**src/rtl/core/hsg_pkg.sv**
```systemverilog
// Shared types, constants and arithmetic helpers of the hex8 shape gradient block.
package hsg_pkg;

  // Shift codes for the shared multiplier.
  localparam logic [1:0] SH_J = 2'd0;   // shift by 30 (Q30 operand)
  localparam logic [1:0] SH_Q = 2'd1;   // shift by the fraction width
  localparam logic [1:0] SH_G = 2'd2;   // shift by 62 minus the fraction width

  localparam logic [63:0] GQ30   = 64'd619925131;
  localparam logic [63:0] ONEQ30 = 64'd1 << 30;
  localparam logic [63:0] AP     = ONEQ30 + GQ30;
  localparam logic [63:0] AM     = ONEQ30 - GQ30;
  localparam logic [63:0] MAG2   = (AP * AP) >> 33;
  localparam logic [63:0] MAG1   = (AP * AM) >> 33;
  localparam logic [63:0] MAG0   = (AM * AM) >> 33;

  localparam logic signed [63:0] S64_MAX = {1'b0, {63{1'b1}}};
  localparam logic signed [63:0] S64_MIN = {1'b1, {63{1'b0}}};

  typedef struct packed {
    logic       start;
    logic [1:0] shift;
  } mul_req_t;

  typedef struct packed {
    logic busy;
    logic done;
  } unit_stat_t;

  // Saturating 64-bit add or subtract.
  function automatic logic signed [63:0] sat_add(input logic signed [63:0] a,
                                                 input logic signed [63:0] b,
                                                 input logic sub);
    logic [64:0] s;
    s = sub ? ({a[63], a} - {b[63], b}) : ({a[63], a} + {b[63], b});
    if (s[64] != s[63]) begin
      return s[64] ? S64_MIN : S64_MAX;
    end
    return s[63:0];
  endfunction

  // Sign bit of a node or point along a parent direction: 1 means plus.
  function automatic logic pbit(input logic [2:0] i, input logic [1:0] d);
    logic r;
    case (d)
      2'd0:    r = i[0] ^ i[1];
      2'd1:    r = i[1];
      default: r = i[2];
    endcase
    return r;
  endfunction

  // Parent-domain shape derivative in Q30 of node n along direction b at point gp.
  function automatic logic signed [63:0] dparent(input logic [1:0] b, input logic [2:0] n,
                                                 input logic [2:0] gp);
    logic [1:0]  cnt;
    logic [63:0] m;
    cnt = 2'd0;
    for (int k = 0; k < 3; k++) begin
      if ((2'(k) != b) && (pbit(n, 2'(k)) == pbit(gp, 2'(k)))) begin
        cnt = cnt + 2'd1;
      end
    end
    case (cnt)
      2'd0:    m = MAG0;
      2'd1:    m = MAG1;
      default: m = MAG2;
    endcase
    return pbit(n, b) ? m : -m;
  endfunction

  // Operand indexes of the adjugate and determinant products.
  // J entries sit at 0..8 (row*3+col), adjugate entries at 9..17.
  function automatic logic [4:0] op_idx(input logic [4:0] step, input logic second);
    logic [9:0] p;
    case (step)
      5'd0:  p = {5'd4, 5'd8};
      5'd1:  p = {5'd5, 5'd7};
      5'd2:  p = {5'd2, 5'd7};
      5'd3:  p = {5'd1, 5'd8};
      5'd4:  p = {5'd1, 5'd5};
      5'd5:  p = {5'd2, 5'd4};
      5'd6:  p = {5'd5, 5'd6};
      5'd7:  p = {5'd3, 5'd8};
      5'd8:  p = {5'd0, 5'd8};
      5'd9:  p = {5'd2, 5'd6};
      5'd10: p = {5'd2, 5'd3};
      5'd11: p = {5'd0, 5'd5};
      5'd12: p = {5'd3, 5'd7};
      5'd13: p = {5'd4, 5'd6};
      5'd14: p = {5'd1, 5'd6};
      5'd15: p = {5'd0, 5'd7};
      5'd16: p = {5'd0, 5'd4};
      5'd17: p = {5'd1, 5'd3};
      5'd18: p = {5'd0, 5'd9};
      5'd19: p = {5'd1, 5'd12};
      5'd20: p = {5'd2, 5'd15};
      default: p = '0;
    endcase
    return second ? p[4:0] : p[9:5];
  endfunction

endpackage

```
**src/rtl/core/hsg_div.sv**
```systemverilog
// Restoring divider for the reciprocal 2^62 / |det|, one quotient bit per cycle.
module hsg_div
  import hsg_pkg::*;
(
  input  logic        clk_i,
  input  logic        rst_ni,
  input  logic        start_i,
  input  logic [63:0] divisor_i,
  output unit_stat_t  stat_o,
  output logic [63:0] quot_o
);

  logic [63:0] d_q;
  logic [63:0] rem_q, rem_d;
  logic [62:0] quot_q, quot_d;
  logic [5:0]  cnt_q, cnt_d;
  logic        busy_q, busy_d, done_q, done_d;
  logic [64:0] r2;
  logic        ge;

  // dividend has only bit 62 set
  assign r2 = {rem_q, (cnt_q == 6'd62)};
  assign ge = r2 >= {1'b0, d_q};

  always_comb begin
    rem_d  = rem_q;
    quot_d = quot_q;
    cnt_d  = cnt_q;
    busy_d = busy_q;
    done_d = 1'b0;
    if (start_i) begin
      rem_d  = '0;
      quot_d = '0;
      cnt_d  = 6'd62;
      busy_d = 1'b1;
    end else if (busy_q) begin
      rem_d  = ge ? 64'(r2 - {1'b0, d_q}) : r2[63:0];
      quot_d = {quot_q[61:0], ge};
      if (cnt_q == 6'd0) begin
        busy_d = 1'b0;
        done_d = 1'b1;
      end else begin
        cnt_d = cnt_q - 6'd1;
      end
    end
  end

  always_ff @(posedge clk_i or negedge rst_ni) begin
    if (!rst_ni) begin
      busy_q <= 1'b0;
      done_q <= 1'b0;
      cnt_q  <= '0;
    end else begin
      busy_q <= busy_d;
      done_q <= done_d;
      cnt_q  <= cnt_d;
    end
  end

  always_ff @(posedge clk_i) begin
    rem_q  <= rem_d;
    quot_q <= quot_d;
    if (start_i) begin
      d_q <= divisor_i;
    end
  end

  assign stat_o.busy = busy_q;
  assign stat_o.done = done_q;
  assign quot_o      = {1'b0, quot_q};

endmodule

```
**config.mk**
```make
export PLATFORM = sky130hd
export DESIGN_NAME = hsg_div
export DESIGN_NICKNAME = d
export VERILOG_FILES = /design/src/rtl/core/hsg_pkg.sv /design/src/rtl/core/hsg_div.sv
export SDC_FILE = /design/constraint.sdc
export NUM_CORES = 1
export LEC_CHECK = 0
export ABC_AREA = 1
export BUFFER_PORTS_ARGS = -buffer_cell sky130_fd_sc_hd__buf_4
export CAP_MARGIN = 20
export CORE_MARGIN = 5
export CORE_UTILIZATION = 46
export DETAILED_ROUTE_END_ITERATION = 8
export PLACE_DENSITY_LB_ADDON = 0.1
export SYNTH_ARGS = -nofsm -noshare
export SYNTH_HDL_FRONTEND = slang
export SYNTH_SLANG_ARGS = --single-unit
export TNS_END_PERCENT = 1
```
**constraint.sdc**
```tcl
create_clock -name clk_i -period 4.6 [get_ports clk_i]
set_input_delay 0.23 -clock clk_i [delete_from_list [all_inputs] [get_ports clk_i]]
set_output_delay 0.23 -clock clk_i [all_outputs]
set_load 0.01 [all_outputs]
```
==> reports/metrics.yaml <==
global_route:
  grt_use_total_pct: 27.14
  grt_max_degree: 101
  busiest_layer: "met2"
  grt_pass1_vias: 12170
  use_met3_pct: 5.675
  grt_util_met1_pct: 37.52
  antenna_found_initial: 0
  use_met2_pct: 42.51
  grt_pass1_wl_mm: 65.61
  grt-ovfl-total: 0
routing:
  routed_wl_mm: 42.07
  drtIter0Drc: 1138
  drc: 0
  via_per_inst: 5.218
  first_pass_iters: 5
  vias: 12550
  ant_nets: 0
  wl_per_cell_um: 17.49
run_status:
  outcome: "finished, final reports clean"
synthesis:
  yosys.area.top_type: "dfxtp_1"
  synth_top_cells_by_count: "553 x nand2_1, 336 x inv_1, 183 x nor2_1"
  synth_top_area_share_pct: 20.07
  yosysMostFrequentCell: "nand2_1"
  synth-edff-count: 64
  syn_nets: 2009
  synth.avg_cell_area_sq_um: 6.759
  synth_area_sq_um: 12670
  ys_seq_elements: 199
  seq_area_frac_synth_pct: 36.83
  ys_warn_count: 0
  synthFlopType: "dfxtp_1"
  syn_inst: 1874
  ys_types: 46
  async_flop_share_pct: 4.020
  synth_area_leaders: "dfxtp_1 20%, nand2_1 16%, edfxtp_1 15%, inv_1 10%, ha_1 6.6%"
critical_path:
  critical-path-max-stage-delay_ps: 470
  cp-end-kind: "register"
  ff2ff_setup_slack_ps: 1030
  crit_top_cell: "nand2_1"
  r2r-end: "rem_q[27]"
  r2r_cells: 16
  cp-startpoint: "cnt_q[0]"
  crit_buf_inv: 2
  critPathSlowestCell: "ha_1"
  cp-start-kind: "register"
  rr_startpoint: "cnt_q[0]"
  worstSetupPathType: "reg2reg"
  path_delay_family: "simple AND/OR/NAND/NOR gates"
  critical_path.cell_chain: "inv_1 > ha_1 > nand2_1 > nor2_1 > nand3_1 > ha_1 > nand4_1 > nor2_1 > nand2_1 > nor3_4 > nor2_4 > nand2_8 > inv_2 > nand2_1 > nand3_1 > o21ai_0"
  crit_required_ps: 4890
  worstPathArrival_ps: 3860
  worstPathMaxFanout: 100
final_layout:
  nets: 2186
  antennaDiodeCount: 0
  area_delta_synth_final_pct: 19.88
  final_layout_size_suffix_gt1_share_pct: 9.787
cts:
  h-tree-depth: 4
  cts.sinks: 199
  path_clk_slew_ps: 90
  cts_buffers: 17
  clk_path_buf_depth: 2
  insertion_delay_ps: 460
  cts_root_buffer: "clkbuf_16"
  cts_resized: 0
  tritoncts: "yes"
sta:
  whs_ps: 110.1
  fin_setup_tns_ps: 0
  layout_min_cycle_time_ps: 3571
  rsz0062_at_grt: "false"
  slew_viol_final: 0
  period_share_pct: 77.64
  maxSlewHeadroom_pct: 33.60
  tightest_slew_ps: 994.6
  clock-skew-final_ps: 21.15
  finalHoldViolations: 0
  finalSetupViolations: 0
  clock.fmax_mhz: 280.0
floorplanning:
  rows: 60
  coreArea_sq_um: 27030
  fp.dieW_um: 175.9
  die_h_um: 175.9
  start_util_pct: 46.87
  die_area_sq_um: 30950
  io_pins: 133
pwr:
  power_density_nw_per_um2: 505.5
  p_leak_nw: 7.541
  vdd_drop_max_mv: 0.3001
place:
  hpwl_mm: 33.42
  gp_congestion: 1.006
  port_buffers: 131
flow_run:
  max_cap_violations: 0
min_path:
  hp-class: "in2async"
per-stage QoR:
| stage | power, W | util [%] | area, sq um | instances | setup slack [ps] |
|---|---|---|---|---|---|
| after global placement | 0.005986 | 51.45 | 13900 | 2308 | 1057 |
| after CTS | 0.007656 | 56.18 | 15180 | 2405 | 979.1 |
| after global routing | 0.008253 | 56.18 | 15180 | 2405 | 737.3 |
| final | 0.007674 | 56.18 | 15180 | 2405 | 1029 |
| after floorplan | 0.004928 | - | 12670 | 1874 | 2102 |
| after detailed placement | 0.005984 | 51.45 | 13900 | 2308 | 998.7 |
routing by layer:
layer  routed length, um  vias to the layer above
li1                    -                     6322
met1               19100                     5704
met2               18310                      454
met3                3344                       70
met4                1307                        0
met5                   0                        -
cell families (layout without fill, tap and decap cells):
family                   count (synthesis)  after routing  share of synthesized area [%]
AND/OR/NAND/NOR                        927            927                          30.54
buffers and inverters                  387            577                          11.92
AO/OA/AOI/OAI                          261            261                          11.76
flip-flops                             199            199                          36.83
adder cells (fa/ha/maj)                 68             68                          6.777
XOR/XNOR                                31             31                          2.144
other                                    1              1                        0.02961
layout by cell type, fill, tap and decap left out, drive strengths merged, types with 3 or more instances in the layout:
cell type / count
ha: 67
nand4: 36
or2: 8
o211ai: 8
o21ai: 78
nand2: 562
edfxtp: 64
nor2: 192
a31oi: 5
inv: 349
clkinv: 8
o22ai: 60
a21boi: 3
nor3: 21
xnor2: 26
dlygate4sd3: 65
a21oi: 87
a21o: 3
dfxtp: 127
nand3: 97
xor2: 5
dfrtp: 8
nor4: 3
buf: 136
nand3b: 7
o21bai: 17
clkbuf: 19
worst max-delay path by stage:
stage	endpoint	slack [ps]	cells past startpoint
6_report	rem_q[27]	1030	16
5_1_grt	rem_q[27]	740	16
4_1_cts	rem_q[33]	980	16
3_5_place_dp	rem_q[33]	1000	16
3_3_place_gp	rem_q[33]	1060	16
2_1_floorplan	rem_q[28]	2100	20
flip-flops by register name, summed over array words and instances, names as in the netlist:
name,flops
done_q,1
busy_q,1
rem_q,64
cnt_q,6
quot_q,63
d_q,64
layout make-up:
class                           count  area, sq um
Tap cell                          341        426.7
Timing Repair Buffer              201         1672
Fill cell                        2709        11840
Clock inverter                     13        173.9
Multi-Input combinational cell   1288         6501
Inverter                          344         1291
Sequential cell                   199         4664
Clock buffer                       19        454.2
where the power goes:
group | total (W) | switching (W) | internal, W
clock network | 0.00160 | 0.000816 | 0.000780
registers | 0.00229 | 0.000210 | 0.00208
logic | 0.00378 | 0.00254 | 0.00124
worst reg2reg max path, stage by stage, from the launching register on:
cell and delay, ps:
dfrtp_1 370, inv_1 140, ha_1 170, nand2_1 50
nor2_1 80, nand3_1 210, ha_1 470, nand4_1 160
nor2_1 50, nand2_1 140, nor3_4 70, nor2_4 440
nand2_8 370, inv_2 430, nand2_1 70, nand3_1 80
o21ai_0 90
timing repair:
item,4_1_cts,5_1_grt
hold buffers,65,0
buffers inserted,0,0
endpoints found under the hold margin,72,0
Note: power is estimated with default switching activity, not from simulation.
